**src/rtl/core/sbr_pkg.sv**
```systemverilog
// ----------------------------------------------------------------------------
// sbr_pkg
// Shared types and codes of the stuffed bit reader.
// ----------------------------------------------------------------------------
package sbr_pkg;

	// request opcodes
	localparam logic [1:0] OP_PUSH  = 2'd0;
	localparam logic [1:0] OP_GET   = 2'd1;
	localparam logic [1:0] OP_ALIGN = 2'd2;
	localparam logic [1:0] OP_READ  = 2'd3;

	// result status codes
	localparam logic [1:0] ST_OK        = 2'd0;
	localparam logic [1:0] ST_FULL      = 2'd1;
	localparam logic [1:0] ST_UNDERFLOW = 2'd2;

	localparam logic [7:0] BYTE_FF   = 8'hFF;
	localparam logic [5:0] MAX_BITS  = 6'd32;
	localparam logic [5:0] MAX_BYTES = 6'd4;
	localparam logic [3:0] BITS_PER_BYTE = 4'd8;

	// decoded request handed from front to back
	typedef struct packed {
		logic [1:0] op;
		logic [7:0] byte_val;
		logic [5:0] count;
		logic [5:0] nbits;
		logic       is_zero;
		logic       is_skip;
	} sbr_cmd_t;

endpackage

```
**src/rtl/core/sbr_if.sv**
```systemverilog
// ----------------------------------------------------------------------------
// sbr_if
// Valid/ready channels for requests and results of the stuffed bit reader.
// ----------------------------------------------------------------------------
interface sbr_req_if;
	logic       valid;
	logic       ready;
	logic [1:0] opcode;
	logic [7:0] byte_in;
	logic [5:0] count;

	modport source(output valid, output opcode, output byte_in, output count, input ready);
	modport sink(input valid, input opcode, input byte_in, input count, output ready);
endinterface

interface sbr_res_if;
	logic        valid;
	logic        ready;
	logic [31:0] value;
	logic [1:0]  status;

	modport source(output valid, output value, output status, input ready);
	modport sink(input valid, input value, input status, output ready);
endinterface

```
**src/rtl/core/sbr_front.sv**
```systemverilog
// ----------------------------------------------------------------------------
// sbr_front
// Takes requests and decodes them into commands for the back end.
// ----------------------------------------------------------------------------
module sbr_front (
	sbr_req_if.sink            req,
	input  logic               cmd_ready,
	output logic               cmd_push,
	output sbr_pkg::sbr_cmd_t  cmd
);

	always_comb begin
		req.ready    = cmd_ready;
		cmd_push     = req.valid && cmd_ready;
		cmd.op       = req.opcode;
		cmd.byte_val = req.byte_in;
		cmd.count    = req.count;
		// bit requests above 32 are clamped
		cmd.nbits    = (req.count > sbr_pkg::MAX_BITS) ? sbr_pkg::MAX_BITS : req.count;
		cmd.is_zero  = (req.count == 6'd0);
		cmd.is_skip  = (req.count > sbr_pkg::MAX_BYTES);
	end

endmodule

```
**src/rtl/core/sbr_fifo.sv**
```systemverilog
// ----------------------------------------------------------------------------
// sbr_fifo
// Two-entry command queue between front and back end.
// ----------------------------------------------------------------------------
module sbr_fifo (
	input  logic               clk,
	input  logic               arst_n,
	input  logic               push,
	input  sbr_pkg::sbr_cmd_t  push_data,
	output logic               push_ready,
	input  logic               pop,
	output logic               pop_valid,
	output sbr_pkg::sbr_cmd_t  pop_data
);

	sbr_pkg::sbr_cmd_t slot_q [2];
	logic       wr_ptr_q;
	logic       rd_ptr_q;
	logic [1:0] count_q;

	assign push_ready = (count_q != 2'd2);
	assign pop_valid  = (count_q != 2'd0);
	assign pop_data   = slot_q[rd_ptr_q];

	always_ff @(posedge clk) begin
		if (push && push_ready) begin
			slot_q[wr_ptr_q] <= push_data;
		end
	end

	always_ff @(posedge clk or negedge arst_n) begin
		if (!arst_n) begin
			wr_ptr_q <= 1'b0;
			rd_ptr_q <= 1'b0;
			count_q  <= 2'd0;
		end else begin
			if (push && push_ready) begin
				wr_ptr_q <= ~wr_ptr_q;
			end
			if (pop && pop_valid) begin
				rd_ptr_q <= ~rd_ptr_q;
			end
			case ({push && push_ready, pop && pop_valid})
				2'b10:   count_q <= count_q + 2'd1;
				2'b01:   count_q <= count_q - 2'd1;
				default: count_q <= count_q;
			endcase
		end
	end

endmodule

```
**src/rtl/core/sbr_back.sv**
```systemverilog
// ----------------------------------------------------------------------------
// sbr_back
// Byte queue and sequencer that carries out push, get bits, align and read.
// ----------------------------------------------------------------------------
module sbr_back #(
	parameter int DEPTH = 16
) (
	input  logic               clk,
	input  logic               arst_n,
	input  logic               cmd_valid,
	input  sbr_pkg::sbr_cmd_t  cmd_in,
	output logic               cmd_pop,
	output logic [3:0]         bits_used,
	sbr_res_if.source          rsp
);

	localparam int AW  = $clog2(DEPTH);
	localparam int FW  = $clog2(DEPTH + 1);
	localparam int SW  = ((FW > 6) ? FW : 6) + 1;

	localparam logic [2:0] S_IDLE  = 3'd0;
	localparam logic [2:0] S_FETCH = 3'd1;
	localparam logic [2:0] S_BITS  = 3'd2;
	localparam logic [2:0] S_ALIGN = 3'd3;
	localparam logic [2:0] S_RDB   = 3'd4;
	localparam logic [2:0] S_DONE  = 3'd5;

	logic [7:0]        mem [DEPTH];
	logic [7:0]        rd_q;
	logic [2:0]        state_q;
	logic [AW-1:0]     head_q;
	logic [AW-1:0]     tail_q;
	logic [FW-1:0]     fill_q;
	logic [3:0]        bused_q;
	sbr_pkg::sbr_cmd_t cmd_q;
	logic [FW-1:0]     pos_q;
	logic [3:0]        bit_q;
	logic [5:0]        cnt_q;
	logic [31:0]       acc_q;
	logic [31:0]       fin_value_q;
	logic [1:0]        fin_status_q;
	logic              out_valid_q;
	logic [31:0]       out_value_q;
	logic [1:0]        out_status_q;

	logic [AW-1:0] rd_addr;
	logic          rd_en;
	logic          wr_en;
	logic          is_full;
	logic          new_bit;
	logic [31:0]   bit_acc;
	logic [31:0]   byte_acc;
	logic          head_ff;
	logic          res_load;
	logic [1:0]    idle_status;

	function automatic logic [AW-1:0] wrap(input logic [SW-1:0] s);
		logic [SW-1:0] t;
		t = (s >= SW'(DEPTH)) ? s - SW'(DEPTH) : s;
		return t[AW-1:0];
	endfunction

	assign cmd_pop    = (state_q == S_IDLE) && cmd_valid;
	assign is_full    = (fill_q == FW'(DEPTH));
	assign wr_en      = cmd_pop && (cmd_in.op == sbr_pkg::OP_PUSH) && !is_full;
	assign rd_en      = (state_q == S_FETCH);
	assign rd_addr    = wrap(SW'(head_q) + SW'(pos_q));
	assign new_bit    = rd_q[~bit_q[2:0]];
	assign bit_acc    = {acc_q[30:0], new_bit};
	assign byte_acc   = {acc_q[23:0], rd_q};
	assign head_ff    = (rd_q == sbr_pkg::BYTE_FF);
	assign bits_used  = bused_q;
	assign res_load   = (state_q == S_DONE) && (!out_valid_q || rsp.ready);

	// status known at command pickup; get bits and align may still underflow
	always_comb begin
		case (cmd_in.op)
			sbr_pkg::OP_PUSH: idle_status = is_full ? sbr_pkg::ST_FULL : sbr_pkg::ST_OK;
			sbr_pkg::OP_READ: idle_status = (!cmd_in.is_zero &&
				(SW'(cmd_in.count) > SW'(fill_q))) ? sbr_pkg::ST_UNDERFLOW : sbr_pkg::ST_OK;
			default:          idle_status = sbr_pkg::ST_OK;
		endcase
	end

	assign rsp.valid  = out_valid_q;
	assign rsp.value  = out_value_q;
	assign rsp.status = out_status_q;

	// byte store: one write port at the tail, one registered read port
	always_ff @(posedge clk) begin
		if (wr_en) begin
			mem[tail_q] <= cmd_in.byte_val;
		end
		if (rd_en) begin
			rd_q <= mem[rd_addr];
		end
	end

	always_ff @(posedge clk) begin
		if (cmd_pop) begin
			cmd_q <= cmd_in;
		end
	end

	always_ff @(posedge clk or negedge arst_n) begin
		if (!arst_n) begin
			state_q      <= S_IDLE;
			head_q       <= '0;
			tail_q       <= '0;
			fill_q       <= '0;
			bused_q      <= '0;
			pos_q        <= '0;
			bit_q        <= '0;
			cnt_q        <= '0;
			acc_q        <= '0;
			fin_value_q  <= '0;
			fin_status_q <= sbr_pkg::ST_OK;
			out_valid_q  <= 1'b0;
			out_value_q  <= '0;
			out_status_q <= sbr_pkg::ST_OK;
		end else begin
			if (res_load) begin
				out_valid_q <= 1'b1;
			end else if (rsp.ready) begin
				out_valid_q <= 1'b0;
			end
			case (state_q)
				S_IDLE: begin
					if (cmd_valid) begin
						pos_q        <= '0;
						cnt_q        <= '0;
						acc_q        <= '0;
						bit_q        <= bused_q;
						fin_value_q  <= '0;
						fin_status_q <= idle_status;
						case (cmd_in.op)
							sbr_pkg::OP_PUSH: begin
								state_q <= S_DONE;
								if (!is_full) begin
									tail_q <= wrap(SW'(tail_q) + SW'(1));
									fill_q <= fill_q + FW'(1);
								end
							end
							sbr_pkg::OP_GET: begin
								state_q <= cmd_in.is_zero ? S_DONE : S_FETCH;
							end
							sbr_pkg::OP_ALIGN: begin
								state_q <= (bused_q != 4'd0) ? S_FETCH : S_DONE;
							end
							sbr_pkg::OP_READ: begin
								if (cmd_in.is_zero) begin
									state_q <= S_DONE;
								end else if (SW'(cmd_in.count) > SW'(fill_q)) begin
									state_q <= S_DONE;
								end else if (cmd_in.is_skip) begin
									state_q <= S_DONE;
									head_q  <= wrap(SW'(head_q) + SW'(cmd_in.count));
									fill_q  <= FW'(SW'(fill_q) - SW'(cmd_in.count));
									bused_q <= '0;
								end else begin
									state_q <= S_FETCH;
								end
							end
							default: state_q <= S_DONE;
						endcase
					end
				end
				S_FETCH: begin
					if (pos_q >= fill_q) begin
						fin_value_q  <= '0;
						fin_status_q <= sbr_pkg::ST_UNDERFLOW;
						state_q      <= S_DONE;
					end else begin
						case (cmd_q.op)
							sbr_pkg::OP_GET:   state_q <= S_BITS;
							sbr_pkg::OP_ALIGN: state_q <= S_ALIGN;
							default:           state_q <= S_RDB;
						endcase
					end
				end
				S_BITS: begin
					if (bit_q >= sbr_pkg::BITS_PER_BYTE) begin
						// byte used up: stuffed bit follows a 0xff byte
						bit_q   <= head_ff ? 4'd1 : 4'd0;
						pos_q   <= pos_q + FW'(1);
						state_q <= S_FETCH;
					end else begin
						acc_q <= bit_acc;
						bit_q <= bit_q + 4'd1;
						cnt_q <= cnt_q + 6'd1;
						if ((cnt_q + 6'd1) == cmd_q.nbits) begin
							head_q      <= wrap(SW'(head_q) + SW'(pos_q));
							fill_q      <= fill_q - pos_q;
							bused_q     <= bit_q + 4'd1;
							fin_value_q <= bit_acc;
							state_q     <= S_DONE;
						end
					end
				end
				S_ALIGN: begin
					state_q <= S_DONE;
					if (head_ff && (fill_q < FW'(2))) begin
						fin_status_q <= sbr_pkg::ST_UNDERFLOW;
					end else begin
						head_q  <= wrap(SW'(head_q) + (head_ff ? SW'(2) : SW'(1)));
						fill_q  <= fill_q - (head_ff ? FW'(2) : FW'(1));
						bused_q <= '0;
					end
				end
				S_RDB: begin
					acc_q <= byte_acc;
					cnt_q <= cnt_q + 6'd1;
					if ((cnt_q + 6'd1) == cmd_q.count) begin
						head_q      <= wrap(SW'(head_q) + SW'(cmd_q.count));
						fill_q      <= FW'(SW'(fill_q) - SW'(cmd_q.count));
						fin_value_q <= byte_acc;
						state_q     <= S_DONE;
					end else begin
						pos_q   <= pos_q + FW'(1);
						state_q <= S_FETCH;
					end
				end
				S_DONE: begin
					if (res_load) begin
						out_value_q  <= fin_value_q;
						out_status_q <= fin_status_q;
						state_q      <= S_IDLE;
					end
				end
				default: state_q <= S_IDLE;
			endcase
		end
	end

endmodule

```
**src/rtl/core/stuffed_bit_reader.sv**
```systemverilog
// ----------------------------------------------------------------------------
// stuffed_bit_reader
// Packet header bit reader with bit unstuffing after 0xff bytes.
// ----------------------------------------------------------------------------
// usage
//   req channel: one request per handshake, opcode selects push byte,
//   get bits (0..32, msb first), byte align, or read 1..4 / skip 5+ bytes
//   rsp channel: exactly one result per request, value and status,
//   in request order
//   a front end decodes requests into a two-entry queue, so requests are
//   taken while the back end works or while a result waits to be taken
//   steps: push, align on a byte boundary, zero counts, skips and read
//   underflow go from pickup straight to the result register; get bits
//   fetches each byte from the store and shifts in its bits one at a
//   time; read bytes fetches and shifts in a byte at a time; align with
//   bits pending steps past the head byte, and the next one after 0xff
//   the back end runs one request at a time, one bit per cycle in a byte;
//   each byte boundary adds a fetch through the registered read port
//   reset clears queue pointers, fill level, bit position and both channels;
//   no clearing pass is needed
//   a stalled rsp holds its result; the back end then waits with the next
//   result and the request queue fills before req.ready drops
// ----------------------------------------------------------------------------
module stuffed_bit_reader #(
	parameter int QUEUE_DEPTH = 16
) (
	input  logic       clk,
	input  logic       arst_n,
	sbr_req_if.sink    req,
	sbr_res_if.source  rsp
);

	// front to queue
	logic              cmd_push;
	logic              cmd_ready;
	sbr_pkg::sbr_cmd_t cmd_dec;

	// queue to back end
	logic              cmd_valid;
	logic              cmd_pop;
	sbr_pkg::sbr_cmd_t cmd_head;

	logic [3:0]        bits_used;

	// request decode
	sbr_front u_front (
		.req       (req),
		.cmd_ready (cmd_ready),
		.cmd_push  (cmd_push),
		.cmd       (cmd_dec)
	);

	// short queue so front and back stall independently
	sbr_fifo u_fifo (
		.clk        (clk),
		.arst_n     (arst_n),
		.push       (cmd_push),
		.push_data  (cmd_dec),
		.push_ready (cmd_ready),
		.pop        (cmd_pop),
		.pop_valid  (cmd_valid),
		.pop_data   (cmd_head)
	);

	// byte store, bit sequencer and result register
	sbr_back #(
		.DEPTH (QUEUE_DEPTH)
	) u_back (
		.clk       (clk),
		.arst_n    (arst_n),
		.cmd_valid (cmd_valid),
		.cmd_in    (cmd_head),
		.cmd_pop   (cmd_pop),
		.bits_used (bits_used),
		.rsp       (rsp)
	);

`ifndef NO_ASSERTIONS
	// back end only takes a command that the queue holds
	a_pop_valid: assert property (@(posedge clk) disable iff (!arst_n)
		cmd_pop |-> cmd_valid)
		else $error("command taken from empty queue");

	// failed requests carry a zero value
	a_fail_zero: assert property (@(posedge clk) disable iff (!arst_n)
		(rsp.valid && (rsp.status != sbr_pkg::ST_OK)) |-> (rsp.value == 32'd0))
		else $error("non-zero value on failed request");

	// bit position within the head byte never passes a whole byte
	a_bits_range: assert property (@(posedge clk) disable iff (!arst_n)
		bits_used <= sbr_pkg::BITS_PER_BYTE)
		else $error("bit position out of range");

	// a waiting result holds until taken
	a_res_hold: assert property (@(posedge clk) disable iff (!arst_n)
		(rsp.valid && !rsp.ready) |=> (rsp.valid && $stable(rsp.value) && $stable(rsp.status)))
		else $error("result changed while stalled");
`endif

endmodule
```
**src/flat_wrapper.sv**
```systemverilog
// flat-port wrapper written by rule: the top's interface ports become plain ports
module stuffed_bit_reader_flat 
#(
	parameter int QUEUE_DEPTH = 16
)
  (clk, arst_n, req_valid, req_opcode, req_byte_in, req_count, req_ready, rsp_valid, rsp_value, rsp_status, rsp_ready);
  sbr_req_if req_i ();
  sbr_res_if rsp_i ();
  input  logic clk;
  input  logic arst_n;
  input wire logic [$bits(req_i.valid)-1:0] req_valid;
  input wire logic [$bits(req_i.opcode)-1:0] req_opcode;
  input wire logic [$bits(req_i.byte_in)-1:0] req_byte_in;
  input wire logic [$bits(req_i.count)-1:0] req_count;
  output wire logic [$bits(req_i.ready)-1:0] req_ready;
  output wire logic [$bits(rsp_i.valid)-1:0] rsp_valid;
  output wire logic [$bits(rsp_i.value)-1:0] rsp_value;
  output wire logic [$bits(rsp_i.status)-1:0] rsp_status;
  input wire logic [$bits(rsp_i.ready)-1:0] rsp_ready;
  assign req_i.valid = req_valid;
  assign req_i.opcode = req_opcode;
  assign req_i.byte_in = req_byte_in;
  assign req_i.count = req_count;
  assign req_ready = req_i.ready;
  assign rsp_valid = rsp_i.valid;
  assign rsp_value = rsp_i.value;
  assign rsp_status = rsp_i.status;
  assign rsp_i.ready = rsp_ready;
  stuffed_bit_reader #(.QUEUE_DEPTH(QUEUE_DEPTH)) u_core (.clk(clk), .arst_n(arst_n), .req(req_i), .rsp(rsp_i));
endmodule
```
**config.mk**
```make
export PLATFORM = sky130hd
export DESIGN_NAME = stuffed_bit_reader_flat
export DESIGN_NICKNAME = d
export VERILOG_FILES = /design/src/rtl/core/sbr_pkg.sv /design/src/rtl/core/sbr_if.sv /design/src/rtl/core/sbr_front.sv /design/src/rtl/core/sbr_fifo.sv /design/src/rtl/core/sbr_back.sv /design/src/rtl/core/stuffed_bit_reader.sv /design/src/flat_wrapper.sv
export SDC_FILE = /design/constraint.sdc
export NUM_CORES = 1
export LEC_CHECK = 0
export BUFFER_PORTS_ARGS = -buffer_cell sky130_fd_sc_hd__buf_4
export CELL_PAD_IN_SITES_DETAIL_PLACEMENT = 0
export CELL_PAD_IN_SITES_GLOBAL_PLACEMENT = 1
export CORE_MARGIN = 2
export CORE_UTILIZATION = 56
export CTS_CLUSTER_SIZE = 40
export DETAILED_ROUTE_END_ITERATION = 8
export MAX_ROUTING_LAYER = met4
export PLACE_DENSITY = 0.91
export REMOVE_ABC_BUFFERS = 1
export SYNTH_ARGS = -nofsm -noshare
export SYNTH_HDL_FRONTEND = slang
export SYNTH_SLANG_ARGS = --single-unit
```
**constraint.sdc**
```tcl
create_clock -name clk -period 12.5 [get_ports clk]
set_input_delay 2.5 -clock clk [delete_from_list [all_inputs] [get_ports clk]]
set_output_delay 2.5 -clock clk [all_outputs]
set_load 0.05 [all_outputs]
```
==> reports/results.ini, run 1 <==
[outcome]
status = finished clean

[timing]
relSlewSlack_pct = 19.2
fin_crit_sh_pct = 31.4
tightest_slew_ns = 1.21
max_freq_mhz = 255
fin_ws_ns = 8.58
whs_ns = 0.504
setup_viol = 0
fin_crit_ns = 3.92
fin_skew_ns = 0.0197
tns_ns = 0
rsz0062_at_grt = false
drv_slew = 0
hold_viol = 0

[logic_synthesis]
syn_inst = 1061
ys_seq_area_share_pct = 62.8
yosysTopAreaCellShare_pct = 39.6
async_flop_share_pct = 41.2
synth.area.top_cells = edfxtp_1 (40%), dfrtp_1 (23%), mux4_2 (5.1%)
synthDistinctLibCells = 70
yosysWarnings = 0
ys.flop_type = edfxtp_1
synth_edf_count = 198
syn_area_mm2 = 0.0150
avgSynthCellArea_um2 = 14.1
synth-seq-cells = 337
synth.largest_area_cell = edfxtp_1

[cells_and_area]
n_antenna_cell = 0
fin_area_mm2 = 0.0169
nNetsFinal = 1174
drive_above_1_share_pct = 20.7
syn2layout_area_growth_pct = 12.6
fin_util_pct = 64.5

[worst_setup_path]
cp_num_buf_inv = 1
required_ns = 10.00
end_kind = output port
crit_family = flip-flops
crit_chain = nand2b_1 -> buf_4
criticalPathCategory = register to output port
cpMaxStageDelayCell = dfrtp_1
start_kind = register
path_max_fanout = 6
cp_slowest_stage_delay_ns = 0.49
crit_arrival_ns = 1.42

[die]
die_x_um = 168
start_util_pct = 57.2
die-area_mm2 = 0.0281
die_h_um = 168
placementRows = 59
core_area_mm2 = 0.0262
num_io_pins = 56

[pwr]
p_comb_share_pct = 41.8
power_switching_mw = 1.77
p_int_mw = 2.94
switching_share_pct = 37.6
seqPwrFrac_pct = 36.5
p_per_area_mw_per_mm2 = 278
clock_power_share_pct = 21.7
peakVddDrop_v = 0.000127
power.leakage_nw = 6.73

[clock_tree]
postCtsSetupBuffers = 0
clock_latency_ns = 0.52
tritoncts = done
clock-sinks = 337
clockRootBuffer = clkbuf_16
htree_num_levels = 2
cts_max_path_buffers = 3
hold_buffers = 0
cts_resized = 0
clk_pin_slew_ns = 0.06
tritoncts.num_buffers = 36

[drt]
totalWireLength_mm = 29.9
drtIter0Drc = 788
drc = 0
dr_total_vias = 8783
drt_pre_antenna_iters = 5
ant_nets = 0
wire_per_inst_um = 20.3
viasPerCell = 5.95

[place]
placed_area_mm2 = 0.0157
pre_cts_ws_ns = 8.45
place.gp.congestion = 0.909
dpl.hpwl_mm = 19.7
port_buffers = 55

[global_routing]
grt_max_degree = 84
grt_pass1_vias = 8824
antenna_found_initial = 0
grt_overflow = 0
grt_use_total_pct = 22.6
grt_pass1_wl_mm = 48.3

[hold_path]
hold_class = register to register

[job]
cap_violations = 0

[worst register-to-register path, cell delays in order, from the launching register on]
cell	delay (ns)
dfrtp_1	0.34
buf_4	0.34
mux2i_1	0.45
inv_1	0.14
ha_1	0.28
inv_1	0.16
o21ai_0	0.11
nand2_1	0.10
ha_1	0.19
fa_1	0.22
inv_1	0.05
a21o_1	0.15
a21oi_1	0.18
xnor3_1	0.31
mux2_2	0.26
mux2_1	0.29
[sequential cells by signal, indices dropped and copies added (netlist names)]
register                    cells
u_core.u_back.mem             128
u_core.u_fifo.slot_q           48
u_core.u_back.fin_value_q      32
u_core.u_back.rsp.value        32
u_core.u_back.acc_q            31
u_core.u_back.cmd_q            14
u_core.u_back.rd_q              8
u_core.u_back.cnt_q             6
u_core.u_back.fill_q            5
u_core.u_back.pos_q             5
u_core.u_back.bit_q             4
u_core.u_back.bits_used         4
u_core.u_back.head_q            4
u_core.u_back.tail_q            4
u_core.u_back.state_q           3
u_core.u_back.fin_status_q      2
u_core.u_back.rsp.status        2
u_core.u_fifo.count_q           2
u_core.u_back.rsp.valid         1
u_core.u_fifo.rd_ptr_q          1
u_core.u_fifo.wr_ptr_q          1
[metrics by stage]
stage | cells | power, mW
floorplan | 1010 | 3.15
global placement | 1412 | 3.63
detailed placement | 1412 | 3.70
CTS | 1475 | 4.73
global route | 1475 | 4.98
finish | 1475 | 4.70
[final cells by class]
class | instances | area (um^2)
Sequential cell | 337 | 9420
Fill cell | 1887 | 9310
Multi-Input combinational cell | 609 | 5150
Clock buffer | 52 | 1050
Timing Repair Buffer | 67 | 507
Tap cell | 335 | 419
Inverter | 64 | 240
Clock inverter | 11 | 95.1
[metal layers]
layer | vias to the layer above | GRT usage [%] | share of wire [%]
met3 | 59 | 3.33 | 4.1
li1 | 4064 | - | -
met4 | 0 | 6.20 | 2.2
met1 | 4432 | 31.0 | 45
met5 | - | - | 0
met2 | 228 | 35.8 | 48
[placed cells by master (no fill, tap or decap), types with 4 or more instances in the layout]
cell       instances
nor2_1            56
mux4_2            34
nand3_1           17
a21oi_1           56
a22oi_1           32
mux2_2            63
a211oi_1          10
clkbuf_8           5
nor4_1             4
ha_1              34
nor3_1            15
mux2i_1           55
a21o_1             8
o31ai_1            5
clkbuf_16         38
and3_1            10
nand2_1           43
xnor2_1           18
o22ai_1            6
inv_1             64
edfxtp_1         198
nand4_1            6
xor2_1            11
and2_1            10
dfrtp_1          139
fa_1               4
buf_4             66
clkbuf_1           9
nor2b_1           20
o21ai_0           28
[final timing paths]
check / from / endpoint / slack, ns / cells past startpoint
max: u_core.u_fifo.count_q[0] / req_ready / 8.58 / 2
min in group asynchronous: arst_n / u_core.u_back.cnt_q[2] / 2.05 / 1
max reg2reg: u_core.u_fifo.rd_ptr_q / u_core.u_back.fill_q[4] / 8.78 / 15
min: u_core.u_back.rsp.value[2] / u_core.u_back.rsp.value[2] / 0.50 / 1
max in group asynchronous: arst_n / u_core.u_back.rsp.value[11] / 9.30 / 2
min reg2reg: u_core.u_back.rsp.value[2] / u_core.u_back.rsp.value[2] / 0.50 / 1
[power groups by stage]
stage               Combinational, mW  Clock, mW  Sequential, mW
floorplan                        1.30          0            1.85
global placement                 1.91          0            1.72
detailed placement               1.96          0            1.73
CTS                              1.98       1.04            1.72
global route                     2.14       1.08            1.75
finish                           1.96       1.02            1.72
[synth_stat cells (15+ instances only)]
library cell,instances
nor3_1,15
a22oi_1,32
nor2_1,60
clkbuf_1,37
mux2_2,63
mux2i_1,55
ha_1,35
dfrtp_1,139
xnor2_1,19
nand3_1,17
o21ai_0,28
a21oi_1,56
inv_1,64
nor2b_1,20
nand2_1,43
edfxtp_1,198
mux4_2,34
[logic make-up (layout without fill, tap and decap cells)]
group | after synthesis | in the layout | synth area share, %
flip-flops | 337 | 337 | 62.8
AND/OR/NAND/NOR | 207 | 207 | 6.91
AO/OA/AOI/OAI | 175 | 175 | 7.77
multiplexers | 154 | 154 | 13.7
buffers and inverters | 115 | 194 | 3.12
adder cells (fa/ha/maj) | 39 | 39 | 3.45
XOR/XNOR | 34 | 34 | 2.26
(Power assumes the default switching activity.)
==> inputs of run 2 (changes only) <==
- CORE_UTILIZATION: 56 -> 52
- PLACE_DENSITY: 0.91 -> 0.85
- clock period: 12.5 -> 3.85 ns (I/O delays scaled with it)
==> run 2 against run 1 <==
Sequential share of layout area is 0.23 points lower. Core utilization is 5.0 points lower. Cell count is 3.9% higher. Wire length is 1.8% lower. Design area is 0.41% higher. Register-to-register slack worse by 8.3 ns. Count of clock-buffer cells in the layout is 5 lower. Clock skew is 0.0052 ns higher. Sequential power grew to 3.2 times the previous value.
==> reports/results.ini, run 2 (same netlist as run 1, synthesis figures left out) <==
[outcome]
status = finished clean

[drt]
viasPerCell = 5.62  ; -5.6%
drc = 0  ; unchanged
wire_per_inst_um = 19.2  ; -5.5%
ant_nets = 0  ; unchanged
drt_pre_antenna_iters = 5  ; unchanged
dr_total_vias = 8608  ; -2.0%
drtIter0Drc = 833  ; +5.7%
totalWireLength_mm = 29.4  ; -1.8%

[cells_and_area]
largest_reg_flops = 128  ; unchanged
reg_top3 = u_core.u_back.mem (128), u_core.u_fifo.slot_q (48)
layout_commonest_cell = edfxtp_1
final_cell_mix = edfxtp_1 (198), dfrtp_1 (139), buf_4 (72)
fin_util_pct = 59.4  ; -5.0 points
drive_above_1_share_pct = 21.1  ; +0.38 points
nNetsFinal = 1181  ; +0.60%
n_antenna_cell = 0  ; unchanged
largest-register = u_core.u_back.mem
instances_no_fill = 1532  ; +3.9%
syn2layout_area_growth_pct = 13.1

[pwr]
power_switching_mw = 5.71  ; +220%
p_per_area_mw_per_mm2 = 895  ; +220%
switching_share_pct = 37.6  ; +0.070 points
clock_power_share_pct = 21.2  ; -0.5 points
peakVddDrop_v = 0.000464  ; +270%
seqPwrFrac_pct = 36.5  ; about the same
p_comb_share_pct = 42.3  ; +0.5 points
p_int_mw = 9.47  ; +220%
power.leakage_nw = 6.75  ; +0.19%

[clock_tree]
htree_num_levels = 2  ; unchanged
clockRootBuffer = clkbuf_16
hold_buffers = 0  ; unchanged
tritoncts = done
clk_pin_slew_ns = 0.06  ; about the same
postCtsSetupBuffers = 0  ; unchanged
clock_latency_ns = 0.53  ; about the same
clock-sinks = 337  ; unchanged
cts_max_path_buffers = 3  ; unchanged
cts_resized = 0  ; unchanged
tritoncts.num_buffers = 36  ; unchanged

[timing]
relSlewSlack_pct = 25.1  ; +5.9 points
rsz0062_at_grt = false
drv_slew = 0  ; unchanged
tightest_slew_ns = 1.12  ; -0.0874 ns
setup_viol = 0  ; unchanged
fin_skew_ns = 0.0248  ; +0.00516 ns
hold_viol = 0  ; unchanged
max_freq_mhz = 297
fin_crit_ns = 3.37
fin_crit_sh_pct = 87.5

[die]
die_h_um = 174  ; +3.7%
start_util_pct = 52.5  ; -4.7 points
die_x_um = 174  ; +3.7%
placementRows = 62  ; +5.1%
num_io_pins = 56  ; unchanged
die-area_mm2 = 0.0302  ; +7.5%
core_area_mm2 = 0.0285  ; +8.9%

[hold_path]
hold_class = input port to asynchronous set/reset pin

[global_routing]
grt_use_total_pct = 20.9  ; -1.7 points
grt_pass1_vias = 8756  ; -0.77%
grt_max_degree = 116  ; +38%
antenna_found_initial = 0  ; unchanged
grt_pass1_wl_mm = 48.1  ; -0.41%
grt_overflow = 0  ; unchanged

[place]
dpl.hpwl_mm = 19.7  ; -0.18%
port_buffers = 55  ; unchanged
place.gp.congestion = 0.881  ; -3.1%
dp_cells = 1468  ; +4.0%

[job]
cap_violations = 0  ; unchanged

[worst_setup_path]
start_kind = register
end_kind = register
path_max_fanout = 16  ; +10
required_ns = 4.27  ; -5.73 ns
crit_arrival_ns = 3.79  ; +2.37 ns
criticalPathCategory = register to register

==> run 2: cell types whose count changed in the layout (fill, tap and decap cells not counted), moves of 2 or more <==
cell / before / now
clkbuf_16: 38 / 36
clkinv_2: 3 / 8
buf_4: 66 / 72
clkbuf_8: 5 / 2
==> run 2: worst paths after layout <==
| path | startpoint | end | slack (ns) | depth (start not counted) |
|---|---|---|---|---|
| max | u_core.u_back.state_q[2] | u_core.u_back.fill_q[4] | 0.48 | 12 |
| min reg2reg | u_core.u_back.fin_value_q[31] | u_core.u_back.fin_value_q[31] | 0.49 | 1 |
| min in group clk | req_byte_in[5] | u_core.u_fifo.slot_q[1][19] | 0.42 | 1 |
| max in group asynchronous | arst_n | u_core.u_back.rsp.value[21] | 2.64 | 2 |
| min | arst_n | u_core.u_back.rsp.value[24] | 0.39 | 1 |
| max reg2reg | u_core.u_back.state_q[2] | u_core.u_back.fill_q[4] | 0.48 | 12 |
==> run 2: area by class of cell <==
| cell class | instances | area (um^2) |
|---|---|---|
| multi-input cells | 609 | 5150 |
| clock inverters | 17 | 138 |
| inverters | 64 | 240 |
| clock buffers | 47 | 962 |
| repair buffers | 74 | 572 |
| flip-flops and latches | 337 | 9420 |
| fillers | 2255 | 11600 |
| well taps | 384 | 480 |
==> run 2: routing by layer <==
metal	track usage, %	vias up	routed length [um]
li1	-	4058	-
met5	-	-	0
met1	29.3	4303	13700
met4	5.43	0	629
met2	32.5	195	13900
met3	2.87	52	1190
==> run 2: through the flow <==
| stage | setup TNS [ns] | worst slack, ns | area, um^2 | hold WS (ns) | power, mW |
|---|---|---|---|---|---|
| after floorplan | -0.315 | -0.315 | 14800 | 0.452 | 10.2 |
| final | 0 | 0.483 | 17000 | 0.389 | 15.2 |
| after CTS | 0 | 0.486 | 17000 | 0.405 | 15.3 |
| after global placement | 0 | 0.545 | 15900 | 0.478 | 11.9 |
| after global routing | 0 | 0.171 | 17000 | 0.407 | 16.1 |
| after detailed placement | 0 | 0.483 | 15900 | 0.490 | 12.1 |
==> run 2: power by group through the flow <==
stage	sequential [mW]	combinational [mW]	clock (mW)
global route	5.65	7.04	3.44
CTS	5.54	6.49	3.29
finish	5.54	6.42	3.22
global placement	5.58	6.34	0
floorplan	6.01	4.21	0
detailed placement	5.61	6.45	0
==> run 2: critical path, stage by stage (launching register included) <==
cell and delay [ns]:
dfrtp_1 0.60, nor3b_4 0.50, nor2_1 0.20, o21ai_0 0.12, nand2_1 0.08, ha_1 0.23, fa_1 0.44, inv_1 0.08
a21o_1 0.10, a21oi_1 0.07, xnor3_1 0.32, mux2_2 0.26, mux2_1 0.27
